File: config.mk
export PLATFORM = sky130hd
export DESIGN_NAME = longest_bitonic_subsequence
export DESIGN_NICKNAME = d
export VERILOG_FILES = /design/src/design/lbs_pkg.sv /design/src/design/longest_bitonic_subsequence.sv
export SDC_FILE = /design/constraint.sdc
export NUM_CORES = 2
export LEC_CHECK = 0
export BUFFER_PORTS_ARGS = -buffer_cell sky130_fd_sc_hd__clkbuf_2
export CAP_MARGIN = 20
export CORE_MARGIN = 2
export CORE_UTILIZATION = 40
export DETAILED_ROUTE_END_ITERATION = 6
export PLACE_DENSITY = 0.65
export RECOVER_POWER = 50
export SYNTH_ARGS = -nofsm -noshare
export SYNTH_HDL_FRONTEND = slang
export SYNTH_SLANG_ARGS = --single-unit
File: constraint.sdc
create_clock -name clk_i -period 5.4 [get_ports clk_i]
set_clock_uncertainty 0.15 [all_clocks]
set_input_delay 0.54 -clock clk_i [delete_from_list [all_inputs] [get_ports clk_i]]
set_output_delay 0.54 -clock clk_i [all_outputs]
set_load 0.02 [all_outputs]
File: src/design/lbs_pkg.sv
// Package for the longest bitonic subsequence block.
// Holds the sequencer state type and the fixed widths of the result ports.
// No dependencies.
`default_nettype none

package lbs_pkg;

  // Fixed widths of the result fields.
  localparam int ELEM_W   = 32;
  localparam int LENGTH_W = 6;

  // Sequencer states.
  typedef enum logic [4:0] {
    S_IDLE,
    S_R_HEAD,
    S_R_VI,
    S_R_SCAN,
    S_R_WR,
    S_F_HEAD,
    S_F_VI,
    S_F_SCAN,
    S_F_WR,
    S_W_INIT,
    S_W_RD,
    S_W_NX,
    S_E_STK,
    S_E_VAL,
    S_E_OUT,
    S_D_RD,
    S_D_OUT
  } state_e;

endpackage

`default_nettype wire

File: src/design/longest_bitonic_subsequence.sv
// Top level of the longest bitonic subsequence block.
// Depends on lbs_pkg for the sequencer state type and the result widths.
// Holds the element, run and stack memories and the sequencer around them.
//
// Usage:
//   Input beats (value_i, last_i) are taken at a rising edge where start_i is
//   high and busy_o is low. While the sequence is loading, busy_o stays low and
//   one beat is stored per cycle; beats beyond MAX_ELEMENTS are dropped and
//   flagged on overflow_o. The beat with last_i set closes the sequence.
//   After that the block raises busy_o and runs two passes over the element
//   memory: an increasing pass left to right and a decreasing pass right to
//   left, in which the peak is found as well. For each element i the
//   increasing pass scans the elements below i and the decreasing pass those
//   above i, through the single read port of the element memory. Then the
//   chain of the rising part is walked back from the peak into the stack.
//   Results then follow as strobe_o pulses: for each element of the rising
//   part a stack read, an element read and the output, then for the falling
//   part an element read and the output, after a lookup of the peak that
//   outputs nothing. Each result is shown for exactly one cycle; the receiver
//   cannot stall. busy_o drops the cycle after the last result, which has
//   end_of_run_o set, or, when the falling part is empty, once the peak
//   lookup (S_D_RD, S_D_OUT) is done.
//   Reset (rst_ni low) empties the sequence and returns to loading. The
//   memories are not cleared; only entries of the current sequence are read.
`default_nettype none

module longest_bitonic_subsequence #(
  parameter int MAX_ELEMENTS = 32,
  parameter int VALUE_BITS   = 32
) (
  input  wire                                 clk_i,
  input  wire                                 rst_ni,
  input  wire                                 start_i,
  output logic                                busy_o,
  input  wire  signed [VALUE_BITS-1:0]        value_i,
  input  wire                                 last_i,
  output logic                                strobe_o,
  output logic signed [lbs_pkg::ELEM_W-1:0]   element_o,
  output logic [lbs_pkg::LENGTH_W-1:0]        length_o,
  output logic                                end_of_run_o,
  output logic                                overflow_o
);

  import lbs_pkg::*;

  // Index width and run length width.
  localparam int IW = (MAX_ELEMENTS > 1) ? $clog2(MAX_ELEMENTS) : 1;
  localparam int LW = $clog2(MAX_ELEMENTS + 1);
  localparam int EW = LW + IW;

  // Memories: elements, rise entries {length, prev}, fall entries
  // {length, next}, and the stack that puts the rising chain in order.
  logic signed [VALUE_BITS-1:0] val_mem   [MAX_ELEMENTS];
  logic [EW-1:0]                rise_mem  [MAX_ELEMENTS];
  logic [EW-1:0]                fall_mem  [MAX_ELEMENTS];
  logic [IW-1:0]                stack_mem [MAX_ELEMENTS];

  logic signed [VALUE_BITS-1:0] rd_v_q;
  logic [EW-1:0]                rd_r_q;
  logic [EW-1:0]                rd_f_q;
  logic [IW-1:0]                rd_s_q;

  logic [IW-1:0] v_raddr, r_raddr, f_raddr, s_raddr;
  logic          v_we, r_we, f_we, s_we;
  logic [IW-1:0] v_waddr, rf_waddr, s_waddr;
  logic [EW-1:0] rf_wdata;
  logic [IW-1:0] s_wdata;

  // Control and working registers.
  state_e                       state_q, state_d;
  logic [LW-1:0]                cnt_q, cnt_d;
  logic                         dropped_q, dropped_d;
  logic [IW-1:0]                last_idx_q, last_idx_d;
  logic [IW-1:0]                i_q, i_d;
  logic [IW-1:0]                j_q, j_d;
  logic                         pv_q, pv_d;
  logic [IW-1:0]                pj_q, pj_d;
  logic signed [VALUE_BITS-1:0] vi_q, vi_d;
  logic [LW-1:0]                cur_len_q, cur_len_d;
  logic [IW-1:0]                cur_ptr_q, cur_ptr_d;
  logic [LW-1:0]                rl_i_q, rl_i_d;
  logic [LW-1:0]                best_q, best_d;
  logic [IW-1:0]                peak_q, peak_d;
  logic [LW-1:0]                pk_rl_q, pk_rl_d;
  logic [LW-1:0]                pk_fl_q, pk_fl_d;
  logic [IW-1:0]                w_idx_q, w_idx_d;
  logic [IW-1:0]                k_q, k_d;
  logic [LW-1:0]                em_q, em_d;

  logic                         out_valid_q, out_valid_d;
  logic signed [ELEM_W-1:0]     out_elem_q, out_elem_d;
  logic                         out_eor_q, out_eor_d;
  logic                         out_ovf_q, out_ovf_d;

  // Decoded fields of the registered read data.
  logic [LW-1:0] rd_r_len, rd_f_len;
  logic [IW-1:0] rd_r_ptr, rd_f_ptr;
  logic          v_less;
  logic [LW:0]   total;

  assign rd_r_len = rd_r_q[EW-1:IW];
  assign rd_r_ptr = rd_r_q[IW-1:0];
  assign rd_f_len = rd_f_q[EW-1:IW];
  assign rd_f_ptr = rd_f_q[IW-1:0];
  assign v_less   = (rd_v_q < vi_q);
  assign total    = {1'b0, rl_i_q} + {1'b0, cur_len_q} - (LW + 1)'(1);

  // Element memory: one write port for loading, one registered read port.
  always_ff @(posedge clk_i) begin
    if (v_we) begin
      val_mem[v_waddr] <= value_i;
    end
    rd_v_q <= val_mem[v_raddr];
  end

  // Rise and fall run memories.
  always_ff @(posedge clk_i) begin
    if (r_we) begin
      rise_mem[rf_waddr] <= rf_wdata;
    end
    rd_r_q <= rise_mem[r_raddr];
  end

  always_ff @(posedge clk_i) begin
    if (f_we) begin
      fall_mem[rf_waddr] <= rf_wdata;
    end
    rd_f_q <= fall_mem[f_raddr];
  end

  // Ordering stack for the rising chain.
  always_ff @(posedge clk_i) begin
    if (s_we) begin
      stack_mem[s_waddr] <= s_wdata;
    end
    rd_s_q <= stack_mem[s_raddr];
  end

  // State and control registers.
  always_ff @(posedge clk_i or negedge rst_ni) begin
    if (!rst_ni) begin
      state_q     <= S_IDLE;
      cnt_q       <= '0;
      dropped_q   <= 1'b0;
      pv_q        <= 1'b0;
      out_valid_q <= 1'b0;
    end else begin
      state_q     <= state_d;
      cnt_q       <= cnt_d;
      dropped_q   <= dropped_d;
      pv_q        <= pv_d;
      out_valid_q <= out_valid_d;
    end
  end

  // Working and result payload registers.
  always_ff @(posedge clk_i) begin
    last_idx_q <= last_idx_d;
    i_q        <= i_d;
    j_q        <= j_d;
    pj_q       <= pj_d;
    vi_q       <= vi_d;
    cur_len_q  <= cur_len_d;
    cur_ptr_q  <= cur_ptr_d;
    rl_i_q     <= rl_i_d;
    best_q     <= best_d;
    peak_q     <= peak_d;
    pk_rl_q    <= pk_rl_d;
    pk_fl_q    <= pk_fl_d;
    w_idx_q    <= w_idx_d;
    k_q        <= k_d;
    em_q       <= em_d;
    out_elem_q <= out_elem_d;
    out_eor_q  <= out_eor_d;
    out_ovf_q  <= out_ovf_d;
  end

  // Sequencer: loading, two run passes, chain walk and emission.
  always_comb begin
    state_d     = state_q;
    cnt_d       = cnt_q;
    dropped_d   = dropped_q;
    last_idx_d  = last_idx_q;
    i_d         = i_q;
    j_d         = j_q;
    pv_d        = 1'b0;
    pj_d        = pj_q;
    vi_d        = vi_q;
    cur_len_d   = cur_len_q;
    cur_ptr_d   = cur_ptr_q;
    rl_i_d      = rl_i_q;
    best_d      = best_q;
    peak_d      = peak_q;
    pk_rl_d     = pk_rl_q;
    pk_fl_d     = pk_fl_q;
    w_idx_d     = w_idx_q;
    k_d         = k_q;
    em_d        = em_q;
    out_valid_d = 1'b0;
    out_elem_d  = out_elem_q;
    out_eor_d   = out_eor_q;
    out_ovf_d   = out_ovf_q;
    v_raddr     = '0;
    r_raddr     = '0;
    f_raddr     = '0;
    s_raddr     = '0;
    v_we        = 1'b0;
    r_we        = 1'b0;
    f_we        = 1'b0;
    s_we        = 1'b0;
    v_waddr     = cnt_q[IW-1:0];
    rf_waddr    = i_q;
    rf_wdata    = {cur_len_q, cur_ptr_q};
    s_waddr     = k_q;
    s_wdata     = w_idx_q;

    case (state_q)
      // Store incoming beats; the last one starts the evaluation.
      S_IDLE: begin
        if (start_i && !out_valid_q) begin
          if (cnt_q < LW'(MAX_ELEMENTS)) begin
            v_we  = 1'b1;
            cnt_d = cnt_q + LW'(1);
          end else begin
            dropped_d = 1'b1;
          end
          if (last_i) begin
            last_idx_d = (cnt_q < LW'(MAX_ELEMENTS)) ? cnt_q[IW-1:0]
                                                     : IW'(MAX_ELEMENTS - 1);
            i_d     = '0;
            best_d  = '0;
            state_d = S_R_HEAD;
          end
        end
      end

      // Increasing pass: fetch element i, then scan j below it.
      S_R_HEAD: begin
        v_raddr = i_q;
        state_d = S_R_VI;
      end
      S_R_VI: begin
        vi_d      = rd_v_q;
        cur_len_d = LW'(1);
        cur_ptr_d = i_q;
        j_d       = '0;
        state_d   = S_R_SCAN;
      end
      S_R_SCAN: begin
        if (pv_q && v_less && ({1'b0, rd_r_len} + (LW + 1)'(1) > {1'b0, cur_len_q})) begin
          cur_len_d = rd_r_len + LW'(1);
          cur_ptr_d = pj_q;
        end
        if (j_q < i_q) begin
          v_raddr = j_q;
          r_raddr = j_q;
          pv_d    = 1'b1;
          pj_d    = j_q;
          j_d     = j_q + IW'(1);
        end else if (!pv_q) begin
          state_d = S_R_WR;
        end
      end
      S_R_WR: begin
        r_we = 1'b1;
        if (i_q == last_idx_q) begin
          state_d = S_F_HEAD;
        end else begin
          i_d     = i_q + IW'(1);
          state_d = S_R_HEAD;
        end
      end

      // Decreasing pass: fetch element i and its rise length, scan j above.
      S_F_HEAD: begin
        v_raddr = i_q;
        r_raddr = i_q;
        state_d = S_F_VI;
      end
      S_F_VI: begin
        vi_d      = rd_v_q;
        rl_i_d    = rd_r_len;
        cur_len_d = LW'(1);
        cur_ptr_d = i_q;
        j_d       = last_idx_q;
        state_d   = S_F_SCAN;
      end
      S_F_SCAN: begin
        if (pv_q && v_less && ({1'b0, rd_f_len} + (LW + 1)'(1) > {1'b0, cur_len_q})) begin
          cur_len_d = rd_f_len + LW'(1);
          cur_ptr_d = pj_q;
        end
        if (j_q > i_q) begin
          v_raddr = j_q;
          f_raddr = j_q;
          pv_d    = 1'b1;
          pj_d    = j_q;
          j_d     = j_q - IW'(1);
        end else if (!pv_q) begin
          state_d = S_F_WR;
        end
      end
      S_F_WR: begin
        f_we = 1'b1;
        // Descending scan with >= keeps the lowest index of the best sum.
        if (total >= {1'b0, best_q}) begin
          best_d  = total[LW-1:0];
          peak_d  = i_q;
          pk_rl_d = rl_i_q;
          pk_fl_d = cur_len_q;
        end
        if (i_q == '0) begin
          state_d = S_W_INIT;
        end else begin
          i_d     = i_q - IW'(1);
          state_d = S_F_HEAD;
        end
      end

      // Walk the rising chain back from the peak into the stack.
      S_W_INIT: begin
        w_idx_d = peak_q;
        k_d     = IW'(pk_rl_q - LW'(1));
        state_d = S_W_RD;
      end
      S_W_RD: begin
        s_we    = 1'b1;
        r_raddr = w_idx_q;
        if (k_q == '0) begin
          em_d    = '0;
          state_d = S_E_STK;
        end else begin
          state_d = S_W_NX;
        end
      end
      S_W_NX: begin
        w_idx_d = rd_r_ptr;
        k_d     = k_q - IW'(1);
        state_d = S_W_RD;
      end

      // Emit the rising part in order through the stack.
      S_E_STK: begin
        s_raddr = k_q;
        state_d = S_E_VAL;
      end
      S_E_VAL: begin
        v_raddr = rd_s_q;
        state_d = S_E_OUT;
      end
      S_E_OUT: begin
        out_valid_d = 1'b1;
        out_elem_d  = ELEM_W'(rd_v_q);
        out_eor_d   = ({1'b0, em_q} + (LW + 1)'(1) == {1'b0, best_q});
        out_ovf_d   = dropped_q;
        em_d        = em_q + LW'(1);
        if (LW'(k_q) + LW'(1) == pk_rl_q) begin
          w_idx_d = peak_q;
          k_d     = '0;
          state_d = S_D_RD;
        end else begin
          k_d     = k_q + IW'(1);
          state_d = S_E_STK;
        end
      end

      // Follow the falling chain; the peak itself was already emitted.
      S_D_RD: begin
        v_raddr = w_idx_q;
        f_raddr = w_idx_q;
        state_d = S_D_OUT;
      end
      S_D_OUT: begin
        if (k_q != '0) begin
          out_valid_d = 1'b1;
          out_elem_d  = ELEM_W'(rd_v_q);
          out_eor_d   = ({1'b0, em_q} + (LW + 1)'(1) == {1'b0, best_q});
          out_ovf_d   = dropped_q;
          em_d        = em_q + LW'(1);
        end
        w_idx_d = rd_f_ptr;
        if (LW'(k_q) + LW'(1) == pk_fl_q) begin
          cnt_d     = '0;
          dropped_d = 1'b0;
          state_d   = S_IDLE;
        end else begin
          k_d     = k_q + IW'(1);
          state_d = S_D_RD;
        end
      end

      default: begin
        state_d = S_IDLE;
      end
    endcase
  end

  // Result ports.
  assign busy_o       = (state_q != S_IDLE) || out_valid_q;
  assign strobe_o     = out_valid_q;
  assign element_o    = out_elem_q;
  assign length_o     = LENGTH_W'(best_q);
  assign end_of_run_o = out_eor_q;
  assign overflow_o   = out_ovf_q;

  // The fill count never passes the capacity.
  assert property (@(posedge clk_i) disable iff (!rst_ni)
    cnt_q <= LW'(MAX_ELEMENTS))
    else $error("element count beyond capacity");

  // The increasing scan never reads at or beyond the element being solved.
  assert property (@(posedge clk_i) disable iff (!rst_ni)
    (state_q == S_R_SCAN && pv_q) |-> (pj_q < i_q))
    else $error("increasing scan read out of range");

  // No more results than the subsequence length.
  assert property (@(posedge clk_i) disable iff (!rst_ni)
    strobe_o |-> (em_q <= best_q))
    else $error("more results than the subsequence length");

  // A closing beat always starts the evaluation.
  assert property (@(posedge clk_i) disable iff (!rst_ni)
    (start_i && !busy_o && last_i) |=> busy_o)
    else $error("closing beat did not start evaluation");

endmodule

`default_nettype wire
Yosys cells after proc, flatten, opt, wreduce, memory -nomap -nowiden

Memories as Yosys holds them, arrays and structs flattened. A register that Yosys moved wholly into a read port is not among the register bits.
Index checks and enable logic that the tools add are counted.

Register bits: 156
Memory bits (writable): 1888
Input bits: 36
Output and inout port bits: 42
Word-level logic and storage cells: 208
Memories: 4

$add $sub $neg: 17
Order comparisons: 7
Equal/unequal tests: 40
Muxes and demuxes: 80
Reductions and logical operators: 37

Memories:

| memory    | words | width | read ports | clocked after memory_dff | wr ports | line                              | source |
|---|---|---|---|---|---|---|---|
| val_mem   | 32    | 32    | 1          | 1                        | 1        | longest_bitonic_subsequence.sv:53 | `logic signed [VALUE_BITS-1:0] val_mem [MAX_ELEMENTS];` |
| fall_mem  | 32    | 11    | 1          | 1                        | 1        | longest_bitonic_subsequence.sv:55 | `logic [EW-1:0] fall_mem [MAX_ELEMENTS];` |
| rise_mem  | 32    | 11    | 1          | 1                        | 1        | longest_bitonic_subsequence.sv:54 | `logic [EW-1:0] rise_mem [MAX_ELEMENTS];` |
| stack_mem | 32    | 5     | 1          | 1                        | 1        | longest_bitonic_subsequence.sv:56 | `logic [IW-1:0] stack_mem [MAX_ELEMENTS];` |

Operators by type and width:

| operator              | number |
|---|---|
| $mux W5               | 22 |
| $pmux W5 S16          | 1 |
| $pmux W32 S2          | 1 |
| $mux W6               | 10 |
| $pmux W5 S4           | 3 |
| $pmux W5 S3           | 3 |
| $eq A5 B4 Y1 const B  | 8 |
| $ne A2 B2 Y1 const B  | 20 |
| $pmux W6 S3           | 2 |
| $lt A32 B32 Y1        | 1 |
| $mux W32              | 1 |
| $pmux W5 S5           | 1 |
| $add A6 B1 Y6 const B | 4 |
| $pmux W6 S2           | 2 |
| $mux W1               | 22 |
| $add A6 B1 Y7 const B | 3 |
| $eq A5 B3 Y1 const B  | 4 |
| $pmux W5 S2           | 2 |
| $sub A5 B1 Y5 const B | 4 |
| $add A5 B1 Y5 const B | 3 |
| $logic_not A5 Y1      | 3 |
| $reduce_and A3 Y1     | 5 |
| $gt A7 B6 Y1          | 2 |
| $eq A6 B6 Y1          | 2 |
| 28 further kinds      | 52 |

Logic depth before layout (Yosys ltp)

Word-level depth: 6
Depth in mapped cells: 16
Gate-level depth less buffers: 13

Worst setup path before layout

No wires, ideal clock.

Path kind: reg-to-reg
From: register cur_len_q[1]
To: register best_q[0], in the netlist length_o[0], enable pin
Library setup time: 0.306 ns
Arrival time: 4.204 ns
Data required time: 4.944 ns
Setup slack: 0.740 ns
Cell stages (with the launch flop): 14
Period minus slack after synthesis: 4.660 ns
Cell sequence: edfxtp_1 > inv_1 > ha_1 > inv_1 > ha_1 > fa_1 > a21oi_1 > nor2_1 > nor2_1 > xnor2_1 > ha_1 > o21ai_0 > a21oi_1 > or2_2

Word-level cells in the longest chain between the ends: 5

Ends and longest elaborated chain:

| what                        | line                               | source |
|---|---|---|
| from (decl)                 | longest_bitonic_subsequence.sv:79  | `logic [LW-1:0] cur_len_q, cur_len_d;` |
| from (signal assigned)      | longest_bitonic_subsequence.sv:163 | `cur_len_q <= cur_len_d;` |
| $add A6 B6 Y7               | longest_bitonic_subsequence.sv:106 | `assign total = {1'b0, rl_i_q} + {1'b0, cur_len_q} - (LW + 1)'(1);` |
| $sub A7 B1 Y7               | longest_bitonic_subsequence.sv:106 |  |
| named net total[5]          | longest_bitonic_subsequence.sv:99  | `logic [LW:0] total;` |
| $ge A7 B6 Y1                | longest_bitonic_subsequence.sv:306 | `if (total >= {1'b0, best_q}) begin` |
| $ne A2 B2 Y1 (no line)      | --                                 |  |
| $reduce_and A4 Y1 (no line) | --                                 |  |
| to (signal assigned)        | longest_bitonic_subsequence.sv:166 | `best_q <= best_d;` |
| to (decl)                   | longest_bitonic_subsequence.sv:82  | `logic [LW-1:0] best_q, best_d;` |

The timed path passes the listed nets, and every way through them passes these cells.
A chain may end at the register's enable or synchronous reset.

Worst setup path after layout

From: register j_q[2]
To: register rd_r_q[1] (read register of rise_mem)

Word-level cells in the longest chain between the ends: 3

Ends and longest elaborated chain:

| what                   | line                               | source |
|---|---|---|
| from (decl)            | longest_bitonic_subsequence.sv:75  | `logic [IW-1:0] j_q, j_d;` |
| from (signal assigned) | longest_bitonic_subsequence.sv:160 | `j_q <= j_d;` |
| $lt A5 B5 Y1           | longest_bitonic_subsequence.sv:254 | `if (j_q < i_q) begin` |
| $mux W5 *              | longest_bitonic_subsequence.sv:254 |  |
| $pmux W5 S3 *          | longest_bitonic_subsequence.sv:217 | `case (state_q)` |
| to (decl)              | longest_bitonic_subsequence.sv:59  | `logic [EW-1:0] rd_r_q;` |

Mark *: on every way between the ends. The rest lies on a longest branch, timed or not.

==> impl_summary.log <==
[metrics] result of the run: finished with violations
[metrics] violations in the final reports: design-rule violations, max-capacitance violations, max-slew violations
[metrics] Clk Tree Root Cell: clkbuf_16
[metrics] final slew viol count: 905
[metrics] critical path's slowest cell: a222oi_1
[metrics] longest individual stage delay on the worst path: around 0.91 ns
[metrics] maximum fanout encountered on the critical timing path: 10
[metrics] Relative slew margins: -162%
[metrics] clk_lat worst skew: just under 0.9 ns
[metrics] Leakage: 32.9 nW
[metrics] crit share post-route: between 90% and 100%
[metrics] Synth Net Count: around 6400
[metrics] number of buffers inserted during clock tree synthesis: 206
[metrics] summed area of non-filler cells in the final layout: just under 100000 um^2
[metrics] portion of the post-synthesis area used by sequential elements: 73.9%
[metrics] slew of the pin with the lowest slew margin: roughly 3.9 ns
[metrics] die outline height: 464 um
[metrics] Pre-Repair DR Iteration Count: 7
[metrics] synthesized netlist cell count: between 6000 and 7000
[metrics] path class of the lowest-slack min-delay path: in2reg
[metrics] dpl hpwl: 132000 um
[metrics] Final Routed Wirelength: approximately 230000 um
[metrics] top-level port count: 78
[metrics] count of max-cap constraint violations: 18
[metrics] total congestion overflow after global routing: 0
[metrics] number of buffers on the longest clock path: 3
[metrics] number of placed instances with taps included: 8921
[metrics] total area of multi-input combinational cells: between 20000 and 25000 um^2
[metrics] number of distinct library cells after synthesis: 66
[metrics] maximum number of pins on one net before global-route repair: around 180
[metrics] type of destination of the critical path: flip-flop
[metrics] number of buffer cells added on primary ports: 77
[metrics] clock slew at reported path FFs: 0.06 ns
[metrics] async set or reset register ratio after synthesis: 0.666%
[metrics] Ys Warns: 0
[metrics] most area-hungry cell type in the Yosys netlist: edfxtp_1
[metrics] data required time of the worst path: 5.93 ns
[metrics] Routed WL per cell: 24.8 um
[metrics] cells traversed along the worst timing path: ha_1 -> and3_1 -> o21a_1 -> nor3_2 -> buf_4 -> a222oi_1 -> buf_4 -> nand2b_1 -> nand2b_1 -> a21oi_1 -> or4_1 -> nor3_1
[metrics] global routing usage summed across all routing layers: a little over a fifth
[metrics] number of global-route vias before repair: 51000
[metrics] number of buffers inserted by post-CTS setup repair: 0
[metrics] Peak supply drop: 0.371 mV
[metrics] Placement Rows: 168
[metrics] fin nets: 6463
[metrics] total cell area at the placement stage: 88900 um^2
[metrics] unrepaired setup endpoints after global routing: false
[metrics] TritonCTS clock tree: done
[metrics] number of failing hold endpoints at the final stage: 0
[metrics] most common cell after layout, fill and taps aside: edfxtp_1
[metrics] number of antenna violations at the first check in global routing: 20
[metrics] area share of the leading cell type in the synthesized netlist: 72.0%
[metrics] startpoint-to-endpoint class of the critical path: reg2reg
[metrics] final core utilization: 45.7%
[metrics] summed negative setup slack over all endpoints: 0 ns
[metrics] DRT antenna net count: 0
[metrics] power density normalized to cell area: 521 nW/um^2
[metrics] final critical-path required period: roughly 5 ns
[metrics] number of H-tree levels: 4
[metrics] most area-consuming cells after synthesis: edfxtp_1, nand2_1, nand3_1
[metrics] number of design rule violations left after detail routing: 20
[metrics] initial standard-cell utilization of the core: 40.3%
[metrics] vias: between 50000 and 60000
[metrics] count of endpoints failing setup in the final report: 0
[metrics] layout cells sized above 1: 9.30%
[metrics] synthesis-to-layout area growth: 13.5%
[metrics] area enclosed by the die boundary: 215000 um^2
[metrics] Post-Synthesis Mean Instance Area: about 14 um^2
[metrics] Sinks on Clock Net: 2103
[metrics] launching element type of the critical path: flip-flop
[metrics] number of fillers in the final layout: 18100
[metrics] maximum clock rate: approximately 0.20 GHz
[metrics] via/cell ratio: 5.69
[metrics] commonest cells after routing, fill and taps aside: edfxtp_1, nand2_1, nand3_1
[metrics] flop and latch count out of synthesis: approximately 2100
[metrics] post-synthesis cell area: 84600 um^2
[metrics] Final Instance Count excl. Fillers: 9328
[metrics] register cell area after layout: 62500 um^2
[metrics] Core Area: 210000 um^2
[metrics] iteration-0 DRC count of the detailed router: 6939
[metrics] setup slack of the worst register-to-register path: about 0.44 ns
[metrics] number of enable-type register cells in the synthesized netlist: between 2000 and 2500
[metrics] Die X: 464 um
[metrics] first-pass GRT wire length: approximately 340000 um
[metrics] routability cong.: around 0.87
[metrics] endpoint arrival time on the critical path: 5.49 ns
[metrics] most frequently used flop master after synthesis: edfxtp_1
-- cell families (layout without fill, tap and decap cells) --
group	after synthesis	count (layout)	share of synthesized area [%]
flops	2103	2103	73.9
compound gates	719	719	5.95
simple gates	2680	2680	14.1
buf+inv	505	757	2.40
mux	110	110	1.76
xor+xnor	59	59	0.611
fa+ha+maj	87	87	1.31
other cells	0	8	0
-- layer usage --
layer | wire, um | GRT usage [%] | vias up
met5 | 24 | 0 | -
met2 | 110000 | 33.9 | 2514
met1 | 92800 | 28.6 | 26600
met4 | 7650 | 6.93 | 4
li1 | - | - | 23500
met3 | 21200 | 4.07 | 466
-- synth_stat cells, types with 4 or more instances --
master / n
edfxtp_1: 2030
nand2_1: 1416
nand3_1: 626
clkbuf_1: 269
nor2_1: 223
and3_1: 173
a211oi_1: 131
a311oi_1: 121
inv_1: 112
a21oi_1: 105
o21ai_0: 92
ha_1: 84
a31oi_1: 77
buf_2: 72
mux2i_1: 69
o211ai_1: 66
dfxtp_1: 59
or3_1: 46
nor4_1: 40
o22ai_1: 39
buf_1: 38
and2_1: 32
xnor2_1: 32
a222oi_1: 31
mux4_2: 30
xor2_1: 27
nor3_1: 25
a21o_1: 21
nand2b_1: 15
dfrtp_1: 14
buf_4: 13
nand4_1: 13
nor2b_1: 12
or2_2: 12
and4_1: 11
mux2_2: 11
a22oi_1: 10
nand3b_1: 10
or4_1: 9
and2_0: 7
a221o_1: 4
-- final timing paths --
path	startpoint	endpoint	depth (start not counted)
worst max register to register	j_q[2]	rd_r_q[1]	12
max in group asynchronous	rst_ni	state_q[1]	2
worst min-delay path	last_i	state_q[0]	4
worst max-delay path	j_q[2]	rd_r_q[1]	12
min in group asynchronous	rst_ni	state_q[0]	2
worst min register to register	rl_i_q[0]	pk_rl_q[0]	0
-- power by group --
| group | internal [mW] | switching (mW) | leakage (nW) |
|---|---|---|---|
| logic | 4.35 | 10.2 | 10.4 |
| clock network | 8.56 | 6.31 | 3.48 |
| registers | 19.8 | 0.802 | 19.0 |
| total | 32.7 | 17.3 | 32.9 |
-- critical path: cells and delay by family, from the launching register on --
kind	cells	cell delay (ns)
simple gates	6	2.02
fa+ha+maj	1	0.36
buf+inv	2	0.46
compound gates	3	1.22
flops	1	0.57
-- timing repair --
item,in CTS,in global routing
hold endpoints to repair,14,0
resized for setup,0,0
hold buffers,1,0
-- flip-flops by register name (all words and copies together), names as in the netlist, 11 cells and up --
| name | cells |
|---|---|
| fall_mem | 352 |
| vi_q | 32 |
| rise_mem | 352 |
| rd_f_q | 11 |
| stack_mem | 160 |
| rd_r_q | 11 |
| element_o | 32 |
| val_mem | 1024 |
| rd_v_q | 32 |
-- area by class of cell --
| type | instances | area share [%] |
|---|---|---|
| flip-flops and latches | 2103 | 65.1 |
| inverters | 113 | 0.442 |
| well taps | 2805 | 3.66 |
| multi-input cells | 3655 | 21.4 |
| clock inverters | 118 | 1.55 |
| repair buffers | 261 | 2.02 |
| clock buffers | 265 | 5.86 |
| diodes | 8 | 0.0209 |
-- metrics by stage --
step	setup WS [ns]	total power, mW	hold slack (ns)
after global routing	0.458	52.1	0.127
final	0.442	50.0	0.162
after CTS	0.692	50.0	0.0330
after floorplan	0.740	29.5	0.0944
after global placement	0.712	35.0	0.289
after detailed placement	0.724	35.2	0.299
Note: power is estimated with default switching activity, not from simulation.
